## src/rtl/sme_pkg.sv

```systemverilog
`default_nettype none
// ----------------------------------------------------------------------------
// sme_pkg
// Shared constants and types for the stack machine execute unit.
// ----------------------------------------------------------------------------
package sme_pkg;

  localparam int unsigned StackDepthDef = 64;
  localparam int unsigned PcWidthDef    = 16;
  localparam int unsigned DataW         = 32;

  typedef enum logic [3:0] {
    ActPush    = 4'd0,
    ActPop     = 4'd1,
    ActAdd     = 4'd2,
    ActSub     = 4'd3,
    ActMul     = 4'd4,
    ActDiv     = 4'd5,
    ActSqrt    = 4'd6,
    ActToReg   = 4'd7,
    ActFromReg = 4'd8,
    ActIn      = 4'd9,
    ActOut     = 4'd10,
    ActJump    = 4'd11
  } action_e;

  typedef enum logic [2:0] {
    StOk      = 3'd0,
    StUnder   = 3'd1,
    StOver    = 3'd2,
    StDivZero = 3'd3,
    StNegRoot = 3'd4
  } status_e;

  // iterative unit control
  typedef struct packed {
    logic start;
    logic is_sqrt;
  } iter_cmd_t;

endpackage
`default_nettype wire

```

## src/rtl/stack_machine_execute.sv

```systemverilog
`default_nettype none
// ----------------------------------------------------------------------------
// stack_machine_execute
// Executes one decoded stack machine instruction per input word.
// ----------------------------------------------------------------------------
// One instruction at a time. The operand stack is a synchronous RAM with a
// registered read; an instruction loads top and next in S_RD1 and S_RD2,
// computes and writes back in S_EXEC, then moves on to S_DONE. Divide and
// square root go through a shared bit-serial unit in S_ITER. The result sits
// in an output register, and the next word is taken once it has been handed
// over.
module stack_machine_execute #(
  parameter int unsigned STACK_DEPTH = sme_pkg::StackDepthDef,
  parameter int unsigned PC_WIDTH    = sme_pkg::PcWidthDef
) (
  input  wire logic               clk_i,
  input  wire logic               rst_ni,
  input  wire logic               in_valid_i,
  output logic                    in_ready_o,
  input  wire logic [3:0]         action_i,
  input  wire logic [7:0]         immediate_i,
  input  wire logic [2:0]         reg_select_i,
  input  wire logic [15:0]        jump_target_i,
  input  wire logic signed [31:0] in_value_i,
  output logic                    out_valid_o,
  input  wire logic               out_ready_i,
  output logic signed [31:0]      out_value_o,
  output logic                    out_valid_flag_o,
  output logic [15:0]             next_pc_o,
  output logic [2:0]              status_o
);

  localparam int unsigned AW  = $clog2(STACK_DEPTH);
  localparam int unsigned SPW = AW + 1;
  localparam logic [SPW-1:0] Depth = SPW'(STACK_DEPTH);

  typedef enum logic [2:0] {
    S_IDLE, S_RD1, S_RD2, S_EXEC, S_ITER, S_DONE
  } state_e;

  state_e state_q;
  logic [31:0] stack_mem [STACK_DEPTH];
  logic [31:0] rdata_q;
  logic [AW-1:0] raddr;
  logic        we;
  logic [AW-1:0] waddr;
  logic [31:0] wdata;

  logic [SPW-1:0] sp_q;
  logic [PC_WIDTH-1:0] pc_q;
  logic [31:0] regs_q [4];
  logic [31:0] top_q, next_q;

  logic [3:0]  act_q;
  logic [7:0]  imm_q;
  logic [2:0]  rsel_q;
  logic [15:0] tgt_q;
  logic [31:0] inv_q;

  logic        ov_q;
  logic [31:0] outv_q;
  logic        outf_q;
  logic [2:0]  st_q;

  sme_pkg::iter_cmd_t icmd;
  logic        idone;
  logic [31:0] ires;

  sme_iter u_iter (
    .clk_i  (clk_i),
    .rst_ni (rst_ni),
    .cmd_i  (icmd),
    .a_i    (top_q),
    .b_i    (next_q),
    .done_o (idone),
    .res_o  (ires)
  );

  assign in_ready_o = (state_q == S_IDLE) && !ov_q;

  // read address: top in S_IDLE->RD1, next in RD1
  always_comb begin
    raddr = '0;
    if (state_q == S_RD1) raddr = AW'(sp_q - SPW'(2));
    else                  raddr = AW'(sp_q - SPW'(1));
  end

  always_ff @(posedge clk_i) begin
    rdata_q <= stack_mem[raddr];
    if (we) stack_mem[waddr] <= wdata;
  end

  logic [31:0] arith;
  logic [31:0] greg;
  logic        sp_ge1, sp_ge2, full;

  assign sp_ge1 = sp_q != '0;
  assign sp_ge2 = sp_q > SPW'(1);
  assign full   = sp_q >= Depth;
  assign greg   = regs_q[rsel_q[1:0]];

  always_comb begin
    case (act_q)
      sme_pkg::ActAdd: arith = top_q + next_q;
      sme_pkg::ActSub: arith = top_q - next_q;
      default:         arith = top_q * next_q;
    endcase
  end

  always_comb begin
    we    = 1'b0;
    waddr = AW'(sp_q);
    wdata = arith;
    icmd  = '0;
    if (state_q == S_EXEC) begin
      case (act_q)
        sme_pkg::ActPush: begin
          we = !full; wdata = {24'd0, imm_q};
        end
        sme_pkg::ActIn: begin
          we = !full; wdata = inv_q;
        end
        sme_pkg::ActFromReg: begin
          we = !full && !rsel_q[2]; wdata = greg;
        end
        sme_pkg::ActAdd, sme_pkg::ActSub, sme_pkg::ActMul: begin
          we = sp_ge2; waddr = AW'(sp_q - SPW'(2));
        end
        sme_pkg::ActDiv: begin
          icmd.start = sp_ge2 && (next_q != '0);
        end
        sme_pkg::ActSqrt: begin
          icmd.start = sp_ge1 && !top_q[31]; icmd.is_sqrt = 1'b1;
        end
        default: ;
      endcase
    end else if (state_q == S_ITER && idone) begin
      we    = 1'b1;
      wdata = ires;
      waddr = (act_q == sme_pkg::ActDiv) ? AW'(sp_q - SPW'(2)) : AW'(sp_q - SPW'(1));
    end
  end

  always_ff @(posedge clk_i) begin
    if (state_q == S_RD1) top_q  <= rdata_q;
    if (state_q == S_RD2) next_q <= rdata_q;
  end

  always_ff @(posedge clk_i) begin
    if (in_valid_i && in_ready_o) begin
      act_q  <= action_i;
      imm_q  <= immediate_i;
      rsel_q <= reg_select_i;
      tgt_q  <= jump_target_i;
      inv_q  <= in_value_i;
    end
  end

  always_ff @(posedge clk_i or negedge rst_ni) begin
    if (!rst_ni) begin
      state_q <= S_IDLE;
      sp_q    <= '0;
      pc_q    <= '0;
      regs_q  <= '{default: '0};
      ov_q    <= 1'b0;
      outv_q  <= '0;
      outf_q  <= 1'b0;
      st_q    <= sme_pkg::StOk;
    end else begin
      if (ov_q && out_ready_i) ov_q <= 1'b0;
      case (state_q)
        S_IDLE: if (in_valid_i && in_ready_o) state_q <= S_RD1;
        S_RD1:  state_q <= S_RD2;
        S_RD2:  state_q <= S_EXEC;
        S_EXEC: begin
          outv_q  <= '0;
          outf_q  <= 1'b0;
          st_q    <= sme_pkg::StOk;
          state_q <= S_DONE;
          pc_q    <= pc_q + PC_WIDTH'(1);
          case (act_q)
            sme_pkg::ActPush, sme_pkg::ActIn: begin
              if (act_q == sme_pkg::ActPush) pc_q <= pc_q + PC_WIDTH'(2);
              if (full) st_q <= sme_pkg::StOver;
              else      sp_q <= sp_q + SPW'(1);
            end
            sme_pkg::ActFromReg: begin
              pc_q <= pc_q + PC_WIDTH'(2);
              if (!rsel_q[2]) begin
                if (full) st_q <= sme_pkg::StOver;
                else      sp_q <= sp_q + SPW'(1);
              end
            end
            sme_pkg::ActPop: begin
              if (!sp_ge1) st_q <= sme_pkg::StUnder;
              else         sp_q <= sp_q - SPW'(1);
            end
            sme_pkg::ActToReg: begin
              pc_q <= pc_q + PC_WIDTH'(2);
              if (!sp_ge1) st_q <= sme_pkg::StUnder;
              else begin
                sp_q <= sp_q - SPW'(1);
                if (!rsel_q[2]) regs_q[rsel_q[1:0]] <= top_q;
              end
            end
            sme_pkg::ActOut: begin
              if (!sp_ge1) st_q <= sme_pkg::StUnder;
              else begin
                sp_q   <= sp_q - SPW'(1);
                outv_q <= top_q;
                outf_q <= 1'b1;
              end
            end
            sme_pkg::ActAdd, sme_pkg::ActSub, sme_pkg::ActMul: begin
              if (!sp_ge2) st_q <= sme_pkg::StUnder;
              else         sp_q <= sp_q - SPW'(1);
            end
            sme_pkg::ActDiv: begin
              if (!sp_ge2)              st_q <= sme_pkg::StUnder;
              else if (next_q == '0)    st_q <= sme_pkg::StDivZero;
              else                      state_q <= S_ITER;
            end
            sme_pkg::ActSqrt: begin
              if (!sp_ge1)       st_q <= sme_pkg::StUnder;
              else if (top_q[31]) st_q <= sme_pkg::StNegRoot;
              else               state_q <= S_ITER;
            end
            sme_pkg::ActJump: pc_q <= PC_WIDTH'(tgt_q);
            default: ;
          endcase
        end
        S_ITER: if (idone) begin
          if (act_q == sme_pkg::ActDiv) sp_q <= sp_q - SPW'(1);
          state_q <= S_DONE;
        end
        S_DONE: begin
          ov_q    <= 1'b1;
          state_q <= S_IDLE;
        end
        default: state_q <= S_IDLE;
      endcase
    end
  end

  assign out_valid_o      = ov_q;
  assign out_value_o      = outv_q;
  assign out_valid_flag_o = outf_q;
  assign next_pc_o        = 16'(pc_q);
  assign status_o         = st_q;

`ifndef SYNTH
  a_no_accept_busy: assert property (@(posedge clk_i) disable iff (!rst_ni)
    (state_q != S_IDLE) |-> !in_ready_o) else $error("accept while busy");
  a_sp_bound: assert property (@(posedge clk_i) disable iff (!rst_ni)
    sp_q <= Depth) else $error("stack pointer out of range");
  a_iter_done: assert property (@(posedge clk_i) disable iff (!rst_ni)
    idone |-> (state_q == S_ITER)) else $error("stray iterative result");
`endif

endmodule
`default_nettype wire

```

## src/rtl/sme_iter.sv

```systemverilog
`default_nettype none
// ----------------------------------------------------------------------------
// sme_iter
// Iterative signed divide (top / next, truncating) and floor square root.
// One quotient or root bit per cycle.
// ----------------------------------------------------------------------------
module sme_iter (
  input  wire logic              clk_i,
  input  wire logic              rst_ni,
  input  wire sme_pkg::iter_cmd_t cmd_i,
  input  wire logic [31:0]       a_i,
  input  wire logic [31:0]       b_i,
  output logic                   done_o,
  output logic [31:0]            res_o
);

  logic [5:0]  cnt_q, cnt_d;
  logic        busy_q, busy_d;
  logic        sqrt_q, sqrt_d;
  logic        neg_q, neg_d;
  logic [31:0] quo_q, quo_d;
  logic [33:0] rem_q, rem_d;
  logic [31:0] div_q, div_d;
  logic        done_q, done_d;

  logic [31:0] abs_a, abs_b;
  logic [33:0] trial, sub;
  logic [33:0] sq_trial;

  assign abs_a = a_i[31] ? (32'd0 - a_i) : a_i;
  assign abs_b = b_i[31] ? (32'd0 - b_i) : b_i;

  // divide: rem holds partial remainder, quo shifts out dividend bits and shifts in quotient bits
  assign trial    = {rem_q[32:0], quo_q[31]};
  assign sub      = trial - {2'b00, div_q};
  // sqrt: rem is remainder, div holds radicand, quo holds root
  assign sq_trial = {rem_q[31:0], div_q[31:30]} - {quo_q[31:0], 2'b01};

  always_comb begin
    cnt_d  = cnt_q;
    busy_d = busy_q;
    sqrt_d = sqrt_q;
    neg_d  = neg_q;
    quo_d  = quo_q;
    rem_d  = rem_q;
    div_d  = div_q;
    done_d = 1'b0;
    if (cmd_i.start) begin
      busy_d = 1'b1;
      sqrt_d = cmd_i.is_sqrt;
      rem_d  = '0;
      if (cmd_i.is_sqrt) begin
        cnt_d = 6'd16;
        quo_d = '0;
        div_d = a_i;
        neg_d = 1'b0;
      end else begin
        cnt_d = 6'd32;
        quo_d = abs_a;
        div_d = abs_b;
        neg_d = a_i[31] ^ b_i[31];
      end
    end else if (busy_q) begin
      if (sqrt_q) begin
        div_d = {div_q[29:0], 2'b00};
        if (!sq_trial[33]) begin
          rem_d = sq_trial;
          quo_d = {quo_q[30:0], 1'b1};
        end else begin
          rem_d = {rem_q[31:0], div_q[31:30]};
          quo_d = {quo_q[30:0], 1'b0};
        end
      end else begin
        if (!sub[33]) begin
          rem_d = sub;
          quo_d = {quo_q[30:0], 1'b1};
        end else begin
          rem_d = trial;
          quo_d = {quo_q[30:0], 1'b0};
        end
      end
      cnt_d = cnt_q - 6'd1;
      if (cnt_q == 6'd1) begin
        busy_d = 1'b0;
        done_d = 1'b1;
      end
    end
  end

  always_ff @(posedge clk_i or negedge rst_ni) begin
    if (!rst_ni) begin
      busy_q <= 1'b0;
      done_q <= 1'b0;
      cnt_q  <= '0;
    end else begin
      busy_q <= busy_d;
      done_q <= done_d;
      cnt_q  <= cnt_d;
    end
  end

  always_ff @(posedge clk_i) begin
    sqrt_q <= sqrt_d;
    neg_q  <= neg_d;
    quo_q  <= quo_d;
    rem_q  <= rem_d;
    div_q  <= div_d;
  end

  assign done_o = done_q;
  assign res_o  = neg_q ? (32'd0 - quo_q) : quo_q;

endmodule
`default_nettype wire
```

## config.mk

```make
export PLATFORM = sky130hd
export DESIGN_NAME = stack_machine_execute
export DESIGN_NICKNAME = d
export VERILOG_FILES = /design/src/rtl/sme_pkg.sv /design/src/rtl/stack_machine_execute.sv /design/src/rtl/sme_iter.sv
export SDC_FILE = /design/constraint.sdc
export NUM_CORES = 2
export LEC_CHECK = 0
export BUFFER_PORTS_ARGS = -buffer_cell sky130_fd_sc_hd__buf_2
export CAP_MARGIN = 15
export CORE_MARGIN = 4
export CORE_UTILIZATION = 55
export CTS_CLUSTER_SIZE = 8
export DETAILED_ROUTE_END_ITERATION = 12
export GPL_TIMING_DRIVEN = 0
export PLACE_DENSITY = 0.77
export RECOVER_POWER = 50
export SYNTH_ARGS = -nofsm -noshare
export SYNTH_HDL_FRONTEND = slang
export SYNTH_SLANG_ARGS = --single-unit
```

## constraint.sdc

```tcl
create_clock -name clk_i -period 10.8 [get_ports clk_i]
set_input_delay 1.08 -clock clk_i [delete_from_list [all_inputs] [get_ports clk_i]]
set_output_delay 1.08 -clock clk_i [all_outputs]
set_load 0.01 [all_outputs]
```

# After elaboration in Yosys (flattened, before gate mapping)

Memories as Yosys holds them, arrays and structs flattened. A register that Yosys moved wholly into a read port is not among the register bits.
Cells that the tools add are included.

Add/subtract/negate cells: 13
Multipliers: 1
$lt $le $gt $ge: 4
Eq/ne operators: 24
Mux-type cells: 81
Bitwise gates (word level): 3
Reduce and logical (&&, ||, !) cells: 29

Operators with widths:

| operator                                          | count |
|---|---|
| 2-to-1 mux 32 bit                                 | 17 |
| bitwise mux 128 bit                               | 1 |
| 2-to-1 mux 33 bit                                 | 3 |
| case mux 32 bit (3 select lines)                  | 1 |
| subtractor 1 x 32 -> 32 bit, first input constant | 3 |
| binary-select mux 32 bit (select 2 bit)           | 1 |
| demux 32 bit (select 2 bit)                       | 1 |
| case mux 32 bit (2 select lines)                  | 1 |
| 2-to-1 mux 6 bit                                  | 8 |
| case mux 16 bit (3 select lines)                  | 1 |
| 2-to-1 mux 7 bit                                  | 6 |
| subtractor 34 x 32 -> 34 bit                      | 1 |
| subtractor 34 bit                                 | 1 |
| adder 32 bit                                      | 1 |
| logical NOT 32 bit                                | 1 |
| multiplier 32 x 32 -> 32 bit                      | 1 |
| nonzero test 32 bit                               | 1 |
| subtractor 32 bit                                 | 1 |
| case mux 7 bit (4 select lines)                   | 1 |
| 2-to-1 mux 1 bit                                  | 24 |
| case mux 3 bit (6 select lines)                   | 1 |
| adder 16 x 1 -> 16 bit, second input constant     | 1 |
| adder 16 x 2 -> 16 bit, second input constant     | 1 |
| == test 4 x 3 -> 1 bit, second input constant     | 4 |
| 39 further kinds                                  | 73 |

Register bits after elaboration: 425
Memory bits (writable): 2048
Output and inout bits: 54
Logic and storage cells: 182
Memories kept: 1

Memory list:

| name      | words | bits a word | rd ports | clocked after memory_dff | wr ports | line                        | text |
|---|---|---|---|---|---|---|---|
| stack_mem | 64    | 32          | 1        | 1                        | 1        | stack_machine_execute.sv:42 | `logic [31:0] stack_mem [STACK_DEPTH];` |

# Longest topological paths before layout

Word-level depth: 7
Depth in mapped cells: 29
Depth with buffers taken out: 26

# Modules after synthesis

Synthesis repeated with hierarchy kept, for this count alone.

Cells, all modules: 7946
Area total of the unflattened synthesis: 122292.3 µm²

By module, submodules not included:

| module                | instances | cells an instance | area each (µm²) | seq. area each (µm²) |
|---|---|---|---|---|
| stack_machine_execute | 1         | 6586              | 111648.3        | 70732.8 |
| sme_iter              | 1         | 1360              | 10644.0         | 2842.7 |

# Worst setup path after synthesis

No wires, ideal clock.

Path kind: register to register
Start: register top_q[9]
End: memory stack_mem[0][18], data pin
Library setup time: 1008 ps
Data arrival time: 9784 ps
Required time: 9792 ps
Slack: 7 ps
Stages on the path, launching flop included: 20
Buffers on the path: 2
Cells stage by stage: edfxtp_1 clkbuf_1 buf_1 nand2_1 fa_1 inv_1 fa_1 fa_1 inv_1 fa_1 inv_1 fa_1 inv_1 fa_1 inv_1 fa_1 fa_1 ha_1 a21boi_0 o311ai_0

Cells in the longest elaborated chain, start to end: 4
Elaborated cells on any way between the ends: 7
Those cells by class: 2 x add/sub; 1 x mul; 4 x mux

Ends and longest elaborated chain:

| element                                                                      | line                                                       | text |
|---|---|---|
| start, declared                                                              | stack_machine_execute.sv:52                                | `logic [31:0] top_q, next_q;` |
| start signal, assigned                                                       | stack_machine_execute.sv:145                               | `if (state_q == S_RD1) top_q <= rdata_q;` |
| multiplier 32 x 32 -> 32 bit, or another cell as far along                   | stack_machine_execute.sv:106                               | `default: arith = top_q * next_q;` |
| case mux 32 bit (2 select lines) (*)                                         | stack_machine_execute.sv:103                               | `case (act_q)` |
| case mux 32 bit (3 select lines) / 2-to-1 mux 32 bit (equally long branches) | stack_machine_execute.sv:116, stack_machine_execute.sv:137 |  |
| 2-to-1 mux 32 bit (*)                                                        | stack_machine_execute.sv:115                               | `if (state_q == S_EXEC) begin` |
| via wdata[18]                                                                | stack_machine_execute.sv:47                                | `logic [31:0] wdata;` |
| end, declared                                                                | stack_machine_execute.sv:42                                |  |

The timed path passes the listed nets; every way through them passes the cells marked *.

# Worst setup path after layout

Start: register top_q[20]
End: memory stack_mem[2][29], data pin

Same word-level chain as after synthesis.

==> flow_metrics.tcl <==
set metrics [dict create \
    synth_top_area_share_pct 55.4 \
    grt_pass1_wl_um 567000 \
    die_y_um 478 \
    clock_sinks 2505 \
    seq_area_frac_synth_pct 60.5 \
    hold_viol 0 \
    fp.coreArea_sq_um 220000 \
    netlist_area_sq_um 122000 \
    synthArstFlopShare_pct 7.94 \
    fin_area_sq_um 138000 \
    fin_skew_ns 0.134 \
    syn-num-nets 8528 \
    synth_cells 7817 \
    vias_per_cell 6.72 \
    first_global_vias 77703 \
    gp_congestion 1.03 \
    end_kind "flip-flop" \
    cts-buffers-inserted 364 \
    crit_arrival_ns 11.17 \
    layout-drive-gt1-share_pct 15.8 \
    synth.most_common_cell "edfxtp_1" \
    fin_nets 9176 \
    maxSlewViolCount 1730 \
    critical_path_class "reg -> reg" \
    yosys-top-cells-count "edfxtp_1 (2,241), mux4_2 (576), inv_1 (481), nand2_1 (481), fa_1 (410)" \
    drc 0 \
    dp_hpwl_um 271000 \
    placed_area_sq_um 130000 \
    die_area_sq_um 229000 \
    status "finished with violations" \
    grt_overflow 0 \
    worst-path-max-fanout 48 \
    fin_crit_ns 10.52 \
    worst_pin_slew_ns 5.22 \
    antenna_left 0 \
    synth_top_cell_by_area "edfxtp_1" \
    synth_cell_types 86 \
    avgSynthCellArea_sq_um 15.6 \
    yosysWarnings 0 \
    io_pins 121 \
    rows 172 \
    initial_core_util_pct 55.3 \
    cts.path.max_buffers 4 \
    grt_max_degree 125 \
    hp-class "in -> reg" \
    wl_um 398000 \
    cts_tree "done" \
    period_share_pct 97.4 \
    antenna_found_initial 37 \
    io_buffers 120 \
    vias 77393 \
    maxCapViolations 67 \
    critical_path_required_ns 11.45 \
    synth_ff_type "edfxtp_1" \
    r2r_setup_slack_ns 0.28 \
    drt_iter0_markers 11585 \
    avgRoutedWirePerCell_um 34.5 \
    synthTopCellsByArea "edfxtp_1 (55%), mux4_2 (11%), fa_1 (6.8%)" \
    dieWidth_um 478 \
    violations "max-capacitance violations, max-slew violations" \
    setup_viol 0 \
    synth-edff-count 2241 \
    cts_root_buffer "clkbuf_16" \
    cp-start-kind "flip-flop" \
    slew_headroom_pct -248 \
    grt_usage_pct 34.7 \
    max_freq_ghz 0.0950 \
    cts.clk_slew.worst_paths_ns 0.05 \
    htreeDepth 5 \
    fin_util_pct 62.8 \
    clock_latency_ns 1.01 \
    fillCellCount 15152 \
    ys_seq_elements 2505 \
    rsz0062_at_grt "no" \
    syn2layout_area_growth_pct 13.6 \
    drtPass1Iterations 7 \
]
==> cell usage in the layout (no fill, tap or decap), types with 18 or more instances in the layout <==
master | synthesis | layout
a211oi_1 | 156 | 156
a21o_1 | 46 | 46
a21oi_1 | 271 | 271
a222oi_1 | 28 | 28
a22o_1 | 34 | 34
a22oi_1 | 21 | 21
a31oi_1 | 18 | 18
and2_1 | 320 | 317
buf_1 | 73 | 64
buf_12 | 0 | 39
buf_16 | 0 | 28
buf_2 | 18 | 82
buf_4 | 1 | 27
clkbuf_1 | 379 | 543
clkbuf_16 | 0 | 368
dfrtp_1 | 199 | 199
dfxtp_1 | 65 | 65
diode_2 | 0 | 28
edfxtp_1 | 2241 | 2241
fa_1 | 410 | 410
ha_1 | 234 | 234
inv_1 | 481 | 482
mux2_2 | 134 | 130
mux2i_1 | 155 | 155
mux4_2 | 576 | 576
nand2_1 | 481 | 481
nand2b_1 | 33 | 33
nand3_1 | 74 | 71
nor2_1 | 231 | 230
nor2b_1 | 154 | 154
nor3_1 | 49 | 48
o211ai_1 | 30 | 30
o21a_1 | 24 | 24
o21ai_0 | 216 | 206
o221ai_1 | 31 | 19
o22ai_1 | 20 | 20
o31ai_1 | 46 | 46
or3_1 | 32 | 32
xnor2_1 | 175 | 173
xor2_1 | 142 | 142
==> layout make-up <==
cell class | count | area [sq um] | share of cell area (%)
Antenna cell | 28 | 70.1 | 0.0507
Buffer | 472 | 1840 | 1.33
Clock buffer | 427 | 9420 | 6.82
Clock inverter | 12 | 184 | 0.133
Inverter | 482 | 1810 | 1.31
Multi-Input combinational cell | 4357 | 44800 | 32.4
Sequential cell | 2505 | 73600 | 53.3
Tap cell | 2958 | 3700 | 2.68
Timing Repair Buffer | 283 | 2720 | 1.97
==> final timing paths <==
check                                     from                    endpoint  cells after the start
max                        top_q[20]$_DFFE_PP_  stack_mem[2][29]$_DFFE_PP_                     26
min                             immediate_i[7]          imm_q[7]$_DFFE_PP_                      1
max reg2reg                top_q[20]$_DFFE_PP_  stack_mem[2][29]$_DFFE_PP_                     26
min reg2reg                 rdata_q[9]$_DFF_P_          top_q[9]$_DFFE_PP_                      0
max in group asynchronous               rst_ni      regs_q[47]$_DFFE_PN0P_                      2
min in group asynchronous               rst_ni      regs_q[98]$_DFFE_PN0P_                      1
==> critical path: stages (launching register included) <==
cell	delay, ns
edfxtp_1	0.58
clkbuf_1	0.76
clkbuf_1	0.50
and2_1	0.24
fa_1	0.39
inv_1	0.08
fa_1	0.42
fa_1	0.53
fa_1	0.56
inv_1	0.05
fa_1	0.49
fa_1	0.52
fa_1	0.58
fa_1	0.45
ha_1	0.38
clkbuf_1	0.36
nand4_1	0.23
nor2_1	0.27
nand4_1	0.24
nor3_1	0.47
o311ai_0	0.20
a21boi_0	0.39
nor2_1	0.13
xnor2_2	0.26
a21oi_1	0.24
nand3_2	0.49
buf_12	0.38
==> per-layer routing <==
layer | up-vias | share of wire (%) | track usage [%]
li1 | 30663 | - | -
met1 | 39269 | 35 | 44.8
met2 | 6207 | 45 | 52.3
met3 | 1242 | 12 | 9.02
met4 | 12 | 8.0 | 22.9
met5 | - | 0.023 | 0
==> flip-flops by register name, indices dropped and copies added (netlist names), 32 cells and up <==
signal,flops
next_q,32
stack_mem,2048
top_q,32
out_value_o,32
u_iter.rem_q,33
regs_q,128
u_iter.div_q,32
rdata_q,32
u_iter.quo_q,32
inv_q,32
==> metrics by stage <==
stage	instances	setup WS [ns]	hold slack (ns)	setup TNS (ns)
after floorplan	7817	0.00749	0.404	0
after global placement	10895	-10.22	0.410	-5297.11
after detailed placement	11049	-0.122	0.417	-4.45
after CTS	11488	0.0952	0.103	0
after global routing	11500	0.0424	0.269	0
final	11524	0.278	0.305	0
==> cells by family after synthesis <==
kind of cell | after synthesis | synth area share, %
and+or+nand+nor | 1471 | 6.06
AOI/OAI and AO/OA | 1060 | 5.79
muxes | 865 | 13.2
buffers and inverters | 955 | 2.98
DFF | 2505 | 60.5
adders and majority gates | 644 | 9.16
xor gates and xnor gates | 317 | 2.28
==> repair_timing <==
item | CTS | global route
hold buffers | 0 | 0
setup buffers | 0 | 3
setup endpoints to repair | 68 | 118
pin swaps | 0 | 1
gates cloned | 0 | 0
gates resized for setup | 2 | 23
Power is left out: the tool's default activity adds up to more than one toggle a clock period on the data nets, which glitch-free logic cannot reach.
